### src/design/afr_pkg.sv
// Shared types, constants and the byte-wide CRC update for the frame receiver.
package afr_pkg;

   localparam int BYTE_W   = 8;
   localparam int INDEX_W  = 8;
   localparam int CRC_W    = 16;
   localparam int COUNT_W  = 16;
   localparam int STATUS_W = 3;

   localparam logic [CRC_W-1:0] CRC_INIT = 16'hFFFF;
   localparam logic [CRC_W-1:0] CRC_POLY = 16'hA001;

   localparam logic [BYTE_W-1:0] HEADER_RESET  = 8'hFE;
   localparam logic [BYTE_W-1:0] ADDRESS_RESET = 8'h00;

   // Configuration register indexes.
   typedef enum logic [0:0] {
      CSR_HEADER_BYTE   = 1'b0,
      CSR_BOARD_ADDRESS = 1'b1
   } csr_index_type;

   typedef enum logic [STATUS_W-1:0] {
      STATUS_SKIP      = 3'd0,
      STATUS_TAKEN     = 3'd1,
      STATUS_GOOD      = 3'd2,
      STATUS_CRC_BAD   = 3'd3,
      STATUS_ADDR_BAD  = 3'd4
   } frame_status_type;

   // Classified byte handed from the front end to the frame engine.
   typedef struct packed {
      logic [BYTE_W-1:0] rx_byte;
      logic              is_header;
      logic              is_address;
   } byte_item_type;

   typedef struct packed {
      frame_status_type   frame_status;
      logic [BYTE_W-1:0]  command_code;
      logic [INDEX_W-1:0] byte_position;
      logic [COUNT_W-1:0] good_frame_count;
   } result_type;

   // Reflected Modbus CRC-16, one byte per call.
   function automatic logic [CRC_W-1:0] crc16_byte(input logic [CRC_W-1:0] crc,
                                                   input logic [BYTE_W-1:0] data);
      logic [CRC_W-1:0] c;
      c = crc ^ {{(CRC_W-BYTE_W){1'b0}}, data};
      for (int i = 0; i < BYTE_W; i++) begin
         if (c[0]) begin
            c = (c >> 1) ^ CRC_POLY;
         end else begin
            c = c >> 1;
         end
      end
      return c;
   endfunction

endpackage

### src/design/addressed_frame_receiver_crc16.sv
// Top level of the addressed fixed-length frame receiver with CRC-16 check.
// Receives serial bytes and delivers exactly one result per byte, in order.
// A frame is header byte (csr index 0, reset 0xFE), board address
// (csr index 1, reset 0x00), then payload, FRAME_LENGTH bytes in total;
// the last two bytes are the Modbus CRC-16 (poly 0xA001 reflected, init
// 0xFFFF, low byte first) over all earlier bytes, header included. Status
// per byte: 0 skipped while hunting for a header, 1 taken, 2 frame good,
// 3 CRC mismatch, 4 address mismatch. command_code is the third byte of
// the last good frame; good_frame_count wraps at 65536. Throughput is one
// transfer per cycle in and out while neither side stalls: the CRC
// advances a whole byte per cycle in the frame engine. An input
// transfer's result passes through the intake queue, the frame engine and
// the result queue before it shows on the rsp_ ports. Both queues are two
// deep; a result-side stall can back up to req_full. Write configuration
// only while no results are pending.
module addressed_frame_receiver_crc16 #(
   parameter int FRAME_LENGTH = 8
) (
   input  logic                         clock,
   input  logic                         reset,
   // received bytes
   input  logic                         req_push,
   output logic                         req_full,
   input  logic [afr_pkg::BYTE_W-1:0]   req_rx_byte,
   // per-byte results
   output logic                         rsp_empty,
   input  logic                         rsp_pop,
   output logic [afr_pkg::STATUS_W-1:0] rsp_frame_status,
   output logic [afr_pkg::BYTE_W-1:0]   rsp_command_code,
   output logic [afr_pkg::INDEX_W-1:0]  rsp_byte_position,
   output logic [afr_pkg::COUNT_W-1:0]  rsp_good_frame_count,
   // configuration
   input  logic                         csr_write_enable,
   input  logic [0:0]                   csr_index,
   input  logic [afr_pkg::BYTE_W-1:0]   csr_write_data
);
   import afr_pkg::*;

   byte_item_type front_item;
   byte_item_type mid_item;
   logic          mid_full, mid_empty, mid_pop;
   result_type    engine_result;
   result_type    out_result;
   logic          out_full;

   afr_front u_front (
      .clock            (clock),
      .reset            (reset),
      .csr_write_enable (csr_write_enable),
      .csr_index        (csr_index),
      .csr_write_data   (csr_write_data),
      .rx_byte          (req_rx_byte),
      .item             (front_item)
   );

   // intake queue between classifier and frame engine
   afr_fifo #(
      .WIDTH ($bits(byte_item_type)),
      .DEPTH (2)
   ) u_mid_fifo (
      .clock     (clock),
      .reset     (reset),
      .push      (req_push),
      .push_data (front_item),
      .full      (mid_full),
      .pop       (mid_pop),
      .pop_data  (mid_item),
      .empty     (mid_empty)
   );

   afr_back #(
      .FRAME_LENGTH (FRAME_LENGTH)
   ) u_back (
      .clock       (clock),
      .reset       (reset),
      .item_valid  (!mid_empty),
      .item        (mid_item),
      .item_take   (mid_pop),
      .result_full (out_full),
      .result      (engine_result)
   );

   // result queue; every engine step pushes one result
   afr_fifo #(
      .WIDTH ($bits(result_type)),
      .DEPTH (2)
   ) u_out_fifo (
      .clock     (clock),
      .reset     (reset),
      .push      (mid_pop),
      .push_data (engine_result),
      .full      (out_full),
      .pop       (rsp_pop),
      .pop_data  (out_result),
      .empty     (rsp_empty)
   );

   assign req_full             = mid_full;
   assign rsp_frame_status     = out_result.frame_status;
   assign rsp_command_code     = out_result.command_code;
   assign rsp_byte_position    = out_result.byte_position;
   assign rsp_good_frame_count = out_result.good_frame_count;

endmodule

### src/design/afr_fifo.sv
// Small register-based queue used between the pipeline parts.
module afr_fifo #(
   parameter int WIDTH = 8,
   parameter int DEPTH = 2
) (
   input  logic             clock,
   input  logic             reset,
   input  logic             push,
   input  logic [WIDTH-1:0] push_data,
   output logic             full,
   input  logic             pop,
   output logic [WIDTH-1:0] pop_data,
   output logic             empty
);

   localparam int PTR_W   = (DEPTH > 1) ? $clog2(DEPTH) : 1;
   localparam int COUNT_W = $clog2(DEPTH + 1);
   localparam logic [PTR_W-1:0]   PTR_LAST  = PTR_W'(DEPTH - 1);
   localparam logic [COUNT_W-1:0] COUNT_MAX = COUNT_W'(DEPTH);

   logic [WIDTH-1:0]   slot_ff [DEPTH];
   logic [PTR_W-1:0]   wr_ptr_ff, wr_ptr_in;
   logic [PTR_W-1:0]   rd_ptr_ff, rd_ptr_in;
   logic [COUNT_W-1:0] count_ff, count_in;
   logic               do_push, do_pop;

   assign full     = (count_ff == COUNT_MAX);
   assign empty    = (count_ff == '0);
   assign pop_data = slot_ff[rd_ptr_ff];
   assign do_push  = push && !full;
   assign do_pop   = pop && !empty;

   always_comb begin
      wr_ptr_in = wr_ptr_ff;
      rd_ptr_in = rd_ptr_ff;
      count_in  = count_ff;
      if (do_push) begin
         wr_ptr_in = (wr_ptr_ff == PTR_LAST) ? '0 : wr_ptr_ff + 1'b1;
      end
      if (do_pop) begin
         rd_ptr_in = (rd_ptr_ff == PTR_LAST) ? '0 : rd_ptr_ff + 1'b1;
      end
      if (do_push && !do_pop) begin
         count_in = count_ff + 1'b1;
      end else if (do_pop && !do_push) begin
         count_in = count_ff - 1'b1;
      end
   end

   always_ff @(posedge clock) begin
      if (reset) begin
         wr_ptr_ff <= '0;
         rd_ptr_ff <= '0;
         count_ff  <= '0;
      end else begin
         wr_ptr_ff <= wr_ptr_in;
         rd_ptr_ff <= rd_ptr_in;
         count_ff  <= count_in;
      end
   end

   always_ff @(posedge clock) begin
      if (do_push) begin
         slot_ff[wr_ptr_ff] <= push_data;
      end
   end

endmodule

### src/design/afr_front.sv
// Front end: holds the match registers and tags each received byte.
module afr_front (
   input  logic                       clock,
   input  logic                       reset,
   input  logic                       csr_write_enable,
   input  logic [0:0]                 csr_index,
   input  logic [afr_pkg::BYTE_W-1:0] csr_write_data,
   input  logic [afr_pkg::BYTE_W-1:0] rx_byte,
   output afr_pkg::byte_item_type     item
);
   import afr_pkg::*;

   logic [BYTE_W-1:0] header_ff;
   logic [BYTE_W-1:0] address_ff;

   always_ff @(posedge clock) begin
      if (reset) begin
         header_ff  <= HEADER_RESET;
         address_ff <= ADDRESS_RESET;
      end else if (csr_write_enable) begin
         unique case (csr_index_type'(csr_index))
            CSR_HEADER_BYTE:   header_ff  <= csr_write_data;
            CSR_BOARD_ADDRESS: address_ff <= csr_write_data;
            default: ;
         endcase
      end
   end

   // User makes config changes only while idle; tags set at intake.
   always_comb begin
      item.rx_byte    = rx_byte;
      item.is_header  = (rx_byte == header_ff);
      item.is_address = (rx_byte == address_ff);
   end

endmodule

### src/design/afr_back.sv
// Frame engine: phase tracking, running CRC, check and counters.
module afr_back #(
   parameter int FRAME_LENGTH = 8
) (
   input  logic                   clock,
   input  logic                   reset,
   input  logic                   item_valid,
   input  afr_pkg::byte_item_type item,
   output logic                   item_take,
   input  logic                   result_full,
   output afr_pkg::result_type    result
);
   import afr_pkg::*;

   localparam logic [INDEX_W-1:0] LAST_IDX    = INDEX_W'(FRAME_LENGTH - 1);
   localparam logic [INDEX_W-1:0] CRC_LO_IDX  = INDEX_W'(FRAME_LENGTH - 2);
   localparam logic [INDEX_W-1:0] COMMAND_IDX = INDEX_W'(2);

   typedef enum logic [1:0] {
      PH_WAIT,
      PH_ADDR,
      PH_READ
   } phase_type;

   phase_type          phase_ff, phase_in;
   logic [INDEX_W-1:0] index_ff, index_in;
   logic [CRC_W-1:0]   crc_ff, crc_in;
   logic [BYTE_W-1:0]  crc_low_ff, crc_low_in;
   logic [BYTE_W-1:0]  command_ff, command_in;
   logic [BYTE_W-1:0]  pending_ff, pending_in;
   logic [COUNT_W-1:0] count_ff, count_in;
   logic [CRC_W-1:0]   crc_next;
   logic               crc_ok;
   frame_status_type   status;
   logic [INDEX_W-1:0] position;

   assign item_take = item_valid && !result_full;
   assign crc_next  = crc16_byte((phase_ff == PH_WAIT) ? CRC_INIT : crc_ff, item.rx_byte);
   assign crc_ok    = (item.rx_byte == crc_ff[CRC_W-1:BYTE_W]) &&
                      (crc_low_ff == crc_ff[BYTE_W-1:0]);

   always_comb begin
      phase_in   = phase_ff;
      index_in   = index_ff;
      crc_in     = crc_ff;
      crc_low_in = crc_low_ff;
      command_in = command_ff;
      pending_in = pending_ff;
      count_in   = count_ff;
      status     = STATUS_SKIP;
      position   = '0;
      if (item_take) begin
         unique case (phase_ff)
            PH_WAIT: begin
               if (item.is_header) begin
                  crc_in   = crc_next;
                  index_in = INDEX_W'(1);
                  phase_in = PH_ADDR;
                  status   = STATUS_TAKEN;
               end
            end
            PH_ADDR: begin
               position = INDEX_W'(1);
               if (item.is_address) begin
                  crc_in   = crc_next;
                  index_in = INDEX_W'(2);
                  phase_in = PH_READ;
                  status   = STATUS_TAKEN;
               end else begin
                  phase_in = PH_WAIT;
                  index_in = '0;
                  crc_in   = CRC_INIT;
                  status   = STATUS_ADDR_BAD;
               end
            end
            PH_READ: begin
               position = index_ff;
               if (index_ff >= LAST_IDX) begin
                  if (crc_ok) begin
                     command_in = pending_ff;
                     count_in   = count_ff + 1'b1;
                     status     = STATUS_GOOD;
                  end else begin
                     status     = STATUS_CRC_BAD;
                  end
                  phase_in = PH_WAIT;
                  index_in = '0;
                  crc_in   = CRC_INIT;
               end else begin
                  if (index_ff == CRC_LO_IDX) begin
                     crc_low_in = item.rx_byte;
                  end else begin
                     crc_in = crc_next;
                  end
                  if (index_ff == COMMAND_IDX) begin
                     pending_in = item.rx_byte;
                  end
                  index_in = index_ff + 1'b1;
                  status   = STATUS_TAKEN;
               end
            end
            default: begin
               phase_in = PH_WAIT;
               index_in = '0;
               crc_in   = CRC_INIT;
            end
         endcase
      end
      result.frame_status     = status;
      result.command_code     = command_in;
      result.byte_position    = position;
      result.good_frame_count = count_in;
   end

   always_ff @(posedge clock) begin
      if (reset) begin
         phase_ff   <= PH_WAIT;
         index_ff   <= '0;
         crc_ff     <= CRC_INIT;
         crc_low_ff <= '0;
         command_ff <= '0;
         pending_ff <= '0;
         count_ff   <= '0;
      end else begin
         phase_ff   <= phase_in;
         index_ff   <= index_in;
         crc_ff     <= crc_in;
         crc_low_ff <= crc_low_in;
         command_ff <= command_in;
         pending_ff <= pending_in;
         count_ff   <= count_in;
      end
   end

endmodule

### config.mk
export PLATFORM = sky130hd
export DESIGN_NAME = addressed_frame_receiver_crc16
export DESIGN_NICKNAME = d
export VERILOG_FILES = /design/src/design/afr_pkg.sv /design/src/design/addressed_frame_receiver_crc16.sv /design/src/design/afr_fifo.sv /design/src/design/afr_front.sv /design/src/design/afr_back.sv
export SDC_FILE = /design/constraint.sdc
export NUM_CORES = 1
export LEC_CHECK = 0
export BUFFER_PORTS_ARGS = -buffer_cell sky130_fd_sc_hd__clkbuf_2
export CAP_MARGIN = 25
export CELL_PAD_IN_SITES_DETAIL_PLACEMENT = 1
export CELL_PAD_IN_SITES_GLOBAL_PLACEMENT = 1
export CORE_AREA = 2 2 156 158
export CTS_CLUSTER_SIZE = 40
export DETAILED_ROUTE_END_ITERATION = 12
export DIE_AREA = 0 0 158 160
export MAX_ROUTING_LAYER = met4
export PLACE_DENSITY = 0.72
export SLEW_MARGIN = 5
export SYNTH_ARGS = -nofsm -noshare
export SYNTH_HDL_FRONTEND = slang
export SYNTH_SLANG_ARGS = --single-unit
### constraint.sdc
create_clock -name clock -period 3.7 [get_ports clock]
set_input_delay 1.11 -clock clock [delete_from_list [all_inputs] [get_ports clock]]
set_output_delay 1.11 -clock clock [all_outputs]
set_load 0.01 [all_outputs]
==> results of run 1 <==
## power by group through the flow
stage	Sequential [uW]	Clock (uW)	Combinational (uW)
finish	2870	1860	2330
global route	2920	1990	2580
floorplan	2810	0	1700
detailed placement	2920	0	2350
CTS	2870	1910	2370
global placement	2900	0	2280
## per-stage QoR
stage                     cells  utilization, %  setup WS [ns]
after floorplan             727               -           1.05
final                      1120            39.8          0.567
after global placement     1087            37.1          0.628
after CTS                  1120            39.8          0.557
after global routing       1120            39.8          0.265
after detailed placement   1088            37.2          0.579
## per-layer routing
layer / GRT usage (%) / wire [um]
met1: 18.0 / 8130
met2: 24.1 / 8480
met3: 3.09 / 493
met4: 4.83 / 204
met5: - / 0
## cell families (layout without fill, tap and decap cells)
logic type | Yosys count | count (layout) | share of synthesized area [%]
buf+inv | 50 | 119 | 2.56
simple gates | 249 | 249 | 15.5
xor+xnor | 75 | 75 | 8.38
compound gates | 99 | 99 | 7.24
fa+ha+maj | 9 | 9 | 1.38
mux | 63 | 63 | 9.28
flops | 182 | 182 | 55.6
## cells in the mapped netlist, types with 2 or more instances
library cell  instances  area share, %
buf_6                 2           0.28
o21ai_0              17            1.0
nor4_1                2           0.15
or4_4                 4           0.55
mux2_1                2           0.28
inv_1                13           0.60
xnor3_1               2           0.55
or3_1                 6           0.46
edfxtp_1             90             33
dfxtp_1              92             23
a211o_1               6           0.64
ha_1                  9            1.4
or4_1                 2           0.18
buf_2                 5           0.31
a21oi_1              54            3.3
nor2_1               87            4.0
nand3_1              16           0.98
or2_2                 4           0.31
nor3_1                4           0.25
and3_1                5           0.38
xnor2_1              55            5.9
mux2i_1               3           0.37
mux2i_2               3           0.51
clkbuf_1             26            1.2
a221oi_1              2           0.21
nor2b_1              17            1.3
a2111oi_0             4           0.43
nand3b_1              8           0.74
nand2_1              58            2.7
nand4_1               8           0.61
nor4_2                6           0.92
nand2b_1              4           0.31
o31ai_1               6           0.55
and2_1               12           0.92
mux2_2               51            7.0
mux2i_4               4            1.1
xor2_1               18            1.9
buf_1                 3           0.14
## worst max-delay path: cells and delay by family, from the launching register on
family	cells	cell delay, ns
AOI/OAI and AO/OA	3	1.23
adders and majority gates	1	0.25
DFF	1	0.37
muxes	1	0.30
and+or+nand+nor	2	0.88
## cell type report
| class | count | area (um^2) |
|---|---|---|
| multi-input cells | 495 | 3420 |
| repair buffers | 73 | 428 |
| fillers | 2654 | 14300 |
| inverters | 14 | 52.6 |
| clock buffers | 18 | 439 |
| well taps | 324 | 405 |
| clock inverters | 14 | 181 |
| flip-flops and latches | 182 | 4540 |
## sequential cells by signal (all words and copies together), names as in the netlist, 2 cells and up, named ones only
signal and count:
u_mid_fifo.slot_ff 20, u_out_fifo.slot_ff 70, u_back.command_ff 8, u_mid_fifo.count_ff 2, u_back.crc_low_ff 8, u_back.index_ff 8
u_out_fifo.count_ff 2, u_front.header_ff 8, u_back.phase_ff 2, u_back.count_ff 16, u_back.crc_ff 16, u_back.pending_ff 8
u_front.address_ff 8
## path summary, 6_finish.rpt
path                         startpoint               endpoint  slack [ns]  depth (start not counted)
setup reg to reg     u_back.index_ff[0]       u_back.crc_ff[0]        0.57                          7
hold / removal    u_front.address_ff[6]  u_front.address_ff[6]        0.47                          2
setup / recovery     u_back.index_ff[0]       u_back.crc_ff[0]        0.57                          7
hold reg to reg   u_front.address_ff[6]  u_front.address_ff[6]        0.47                          2
==> run_results.csv, run 1 <==
group,metric,value,unit
run_status,outcome,"completed",
setup_path,critPathCaptureType,"flip-flop",
sta,period_needed,3.13,ns
global_routing,grt_pass1_vias,5616,
sta,finalMaxSlewViolations,0,
clock_tree,cts_resized,0,
power_and_ir_drop,finalPower,7060,uW
sta,skew,0.0116,ns
sta,holdWs,0.468,ns
logic_synthesis,syn_area,0.00817,mm^2
route,via_per_inst,4.84,
sta,fin_crit_sh,84.7,%
sta,tightestPinTransition,0.800,ns
logic_synthesis,synthArstFlopShare,0,%
placed_design,place_area,0.00885,mm^2
layout,fin_nets,814,
power_and_ir_drop,p_leak,0.00353,uW
global_routing,overflow,0,
floorplan,chipHeight,160,um
logic_synthesis,synth_edf_count,90,
logic_synthesis,synth_seq_area_share,55.6,%
power_and_ir_drop,combPwrFrac,33.0,%
placed_design,gp_congestion,0.804,
floorplan,core,0.0238,mm^2
logic_synthesis,synth_fp_nets,758,
setup_path,cp_max_fo,15,
clock_tree,clk_pin_slew,0.08,ns
route,route.detailed.drc,0,
power_and_ir_drop,power_frac_seq,40.6,%
clock_tree,cts.path.max_buffers,2,
route,drt_first_pass_iters,5,
logic_synthesis,synth_cell_types,55,
placed_design,dpl.hpwl,12.0,mm
power_and_ir_drop,p_int,4650,uW
logic_synthesis,ys_ff_latch,182,
global_routing,grt_max_degree,46,
sta,hold_viol_final,0,
route,antenna_left,0,
setup_path,crit_chain,"ha_1 -> a2111o_1 -> or4b_1 -> o21ai_2 -> a2111oi_0 -> mux2_2 -> nor3_1",
floorplan,dieWidth,158,um
setup_path,cpPeakStageDelay,0.71,ns
logic_synthesis,syn-instance-count,727,
layout,mostFrequentLayoutCell,"dfxtp_1",
power_and_ir_drop,powerDensity,745,mW/mm^2
setup_path,crit_required,4.05,ns
route,drt_wl_total,17.3,mm
sta,setup_viol,0,
floorplan,rows,57,
power_and_ir_drop,switching_power,2410,uW
route,num_vias,5420,
run,maxCapViolCount,0,
setup_path,crit_arrival,3.49,ns
clock_tree,cts_buffers,17,
route,wire_per_inst,15.5,um
setup_path,critPathKind,"reg -> reg",
sta,finalSetupTns,0,ns
clock_tree,clock_sinks,182,
clock_tree,clk_latency,0.44,ns
sta,max_slew_margin,46.5,%
clock_tree,cts_root_buffer,"clkbuf_16",
route,drt_iter0_drc,227,
setup_path,slowest_stage,"or4b_1",
global_routing,antenna_found_initial,0,
global_routing,grt_pass1_wl,28.4,mm
power_and_ir_drop,p_clk_share,26.4,%
logic_synthesis,synth.avg_cell_area,11.2,um^2
worst_hold_path,hold_path_class,"reg -> reg",
sta,max_freq,0.319,GHz
floorplan,dieArea,0.0253,mm^2
logic_synthesis,synth_ff_type,"dfxtp_1",
power_and_ir_drop,swShare,34.1,%
layout,area_growth,16.0,%
clock_tree,cts_tree,"built",
floorplan,ioPinCount,59,
setup_path,start_kind,"flip-flop",
sta,grt_setup_unrepaired,"no",
clock_tree,ctsHoldBuffers,0,
clock_tree,htree_levels,4,
placed_design,port_buffers,58,
clock_tree,cts_setup_buffers,0,
floorplan,initial_core_util,34.3,%
layout,drive_gt1_share,22.9,%
global_routing,track_usage,14.7,%
layout,final_design_area_no_fill,0.00948,mm^2
layout,mostFrequentLayoutCells,"dfxtp_1 (92), edfxtp_1 (90), nor2_1 (86), nand2_1 (58), clkbuf_2 (57)",
logic_synthesis,ys_warn_count,0,
layout,diodes,0,
power_and_ir_drop,ir_worst_vdd,328,uV
No activity file was read; power rests on OpenSTA's default activity.
==> inputs of run 2 (changes only) <==
- ABC_AREA: not set -> 1
- PLACE_DENSITY: 0.72 -> 0.76
- clock period: 3.7 -> 2.6 ns (I/O delays scaled with it)
==> run_results.csv, run 2 <==
group,metric,value,unit
run_status,outcome,"completed",
logic_synthesis,ys_warn_count,0,
logic_synthesis,synth.area.top_cells,"edfxtp_1 (33%), dfxtp_1 (23%), nand2_1 (6.5%), inv_1 (5.3%), mux2_2 (4.8%)",
setup_path,slowest_stage,"dfxtp_1",
setup_path,crit_chain,"buf_6 -> nand2_1 -> and2_1 -> xor2_1 -> nor4_2 -> nand3_2 -> clkinv_2 -> nand2_4 -> inv_6 -> buf_4 -> a21oi_1",
power_and_ir_drop,p_leak,0.00390,uW
logic_synthesis,synth_commonest_cells,"nand2_1 (141), inv_1 (116), dfxtp_1 (92)",
global_routing,grt_pass1_vias,6234,
setup_path,critPathCaptureType,"flip-flop",
placed_design,dpl.hpwl,13.5,mm
floorplan,initial_core_util,34.4,%
clock_tree,clock_sinks,182,
clock_tree,cts.path.max_buffers,2,
logic_synthesis,syn-instance-count,866,
setup_path,start_kind,"flip-flop",
placed_design,place_area,0.00893,mm^2
floorplan,core,0.0238,mm^2
floorplan,dieWidth,158,um
logic_synthesis,synth_area_leader_cell,"edfxtp_1",
layout,final_design_area_no_fill,0.00955,mm^2
logic_synthesis,synthArstFlopShare,0,%
clock_tree,ctsHoldBuffers,0,
global_routing,antenna_found_initial,0,
setup_path,crit_required,2.77,ns
sta,fin_crit_sh,91.0,%
logic_synthesis,synth_fp_nets,897,
placed_design,placed_cells,1244,
placed_design,gp_congestion,0.856,
sta,tightestPinTransition,0.593,ns
route,antenna_left,0,
route,num_vias,6009,
sta,max_slew_margin,60.4,%
setup_path,path_buf_inv,4,
layout,top_regs,"u_out_fifo.slot_ff: 70 flops, u_mid_fifo.slot_ff: 20 flops",
layout,area_growth,16.7,%
global_routing,overflow,0,
logic_synthesis,synth_ff_type,"dfxtp_1",
floorplan,dieArea,0.0253,mm^2
sta,skew,0.0130,ns
logic_synthesis,synth_seq_area_share,55.5,%
route,drt_iter0_drc,189,
route,via_per_inst,4.71,
power_and_ir_drop,ir_worst_vdd,588,uV
route,route.detailed.drc,0,
sta,finalMaxSlewViolations,0,
clock_tree,htree_levels,4,
logic_synthesis,synth_edf_count,90,
clock_tree,cts_buffers,17,
sta,grt_setup_unrepaired,"no",
clock_tree,clk_pin_slew,0.07,ns
setup_path,cp_top_family,"simple AND/OR/NAND/NOR gates",
layout,diodes,0,
setup_path,cp_max_fo,17,
logic_synthesis,syn_area,0.00818,mm^2
global_routing,grt_max_degree,50,
layout,mostFrequentLayoutCells,"nand2_1 (137), inv_1 (116), dfxtp_1 (90), edfxtp_1 (90), nor2_1 (71)",
placed_design,port_buffers,58,
layout,final_cells,1276,
setup_path,critPathKind,"reg -> reg",
layout,top_register,"u_out_fifo.slot_ff",
clock_tree,cts_tree,"built",
logic_synthesis,yosysMostFrequentCell,"nand2_1",
global_routing,grt_pass1_wl,30.8,mm
logic_synthesis,ys_ff_latch,182,
worst_hold_path,hold_path_class,"reg -> reg",
route,drt_wl_total,18.8,mm
layout,fin_nets,970,
layout,drive_gt1_share,21.2,%
layout,final.fill_count,2797,
layout,largest_register_ffs,70,
floorplan,chipHeight,160,um
sta,finalSetupTns,0,ns
logic_synthesis,netlist.area_leader.share,33.0,%
logic_synthesis,synth_cell_types,49,
layout,mostFrequentLayoutCell,"nand2_1",
floorplan,rows,57,
floorplan,ioPinCount,59,
logic_synthesis,synth.avg_cell_area,9.45,um^2
clock_tree,clk_latency,0.43,ns
route,drt_first_pass_iters,4,
global_routing,track_usage,15.8,%
setup_path,crit_arrival,2.54,ns
setup_path,cpPeakStageDelay,0.36,ns
sta,max_freq,0.423,GHz
sta,hold_viol_final,0,
clock_tree,cts_root_buffer,"clkbuf_16",
sta,period_needed,2.37,ns
run,maxCapViolCount,0,
power_and_ir_drop,powerDensity,1050,mW/mm^2
sta,setup_viol,0,
route,wire_per_inst,14.7,um
[run 2: changes by cell type after synthesis, sizes merged, moves of 18 or more]
cell   previous run  this run
inv              13       119
nand2            58       152
o21ai            18        65
xnor2            55         9
nand3            16        45
mux2             53        35
[run 2: path summary, 6_finish.rpt]
kind                   startpoint  depth (start not counted)                        end  slack, ns
max                     flip-flop                         11  u_out_fifo.slot_ff[1][29]       0.23
min          u_mid_fifo.rd_ptr_ff                          1                  flip-flop       0.47
max reg2reg             flip-flop                         11  u_out_fifo.slot_ff[1][29]       0.23
min reg2reg  u_mid_fifo.rd_ptr_ff                          1                  flip-flop       0.47
[run 2: cells by family after synthesis]
| family | count (synthesis) | share of synthesized area [%] |
|---|---|---|
| simple gates | 317 | 17.2 |
| flops | 182 | 55.5 |
| compound gates | 146 | 10.4 |
| buf+inv | 145 | 7.17 |
| mux | 37 | 5.06 |
| xor+xnor | 30 | 3.21 |
| fa+ha+maj | 9 | 1.38 |
[run 2: report_power, final]
group	total, uW	internal, uW	switching (uW)
registers	4000	3720	273
logic	3650	1280	2360
clock network	2430	1250	1180
total	10100	6260	3810
[run 2: final cells by class]
cell class	count	area [um^2]	area share [%]
flip-flops and latches	182	4550	47.6
well taps	324	405	4.25
clock buffers	19	433	4.53
clock inverters	13	115	1.21
inverters	121	460	4.82
repair buffers	78	460	4.82
multi-input cells	539	3130	32.7
[run 2: routing by layer]
layer	global-route usage, %	wire length [um]	up-vias
li1	-	-	3032
met1	19.4	8700	2880
met2	26.3	9300	81
met3	3.04	519	16
met4	5.04	230	0
met5	-	0	-
[run 2: repair_timing]
action | CTS | global route
buffers inserted | 0 | 0
endpoints found under the setup margin | 0 | 34
gates resized for setup | 0 | 20
[run 2: per-stage QoR]
step / hold WS [ns] / setup WS (ns) / utilization [%] / power, uW
6_report: 0.472 / 0.235 / 40.1 / 10100
3_3_place_gp: 0.435 / 0.176 / 37.5 / 7470
2_1_floorplan: 0.426 / 0.144 / - / 6360
4_1_cts: 0.480 / 0.0582 / 39.8 / 10100
3_5_place_dp: 0.460 / 0.123 / 37.5 / 7610
5_1_grt: 0.504 / 0.0132 / 40.1 / 10800
[run 2: worst reg2reg max path: stages, from the launching register on]
cell and delay, ns:
dfxtp_1 0.36, buf_6 0.17, nand2_1 0.05, and2_1 0.25
xor2_1 0.19, nor4_2 0.19, nand3_2 0.19, clkinv_2 0.10
nand2_4 0.10, inv_6 0.12, buf_4 0.25, a21oi_1 0.14
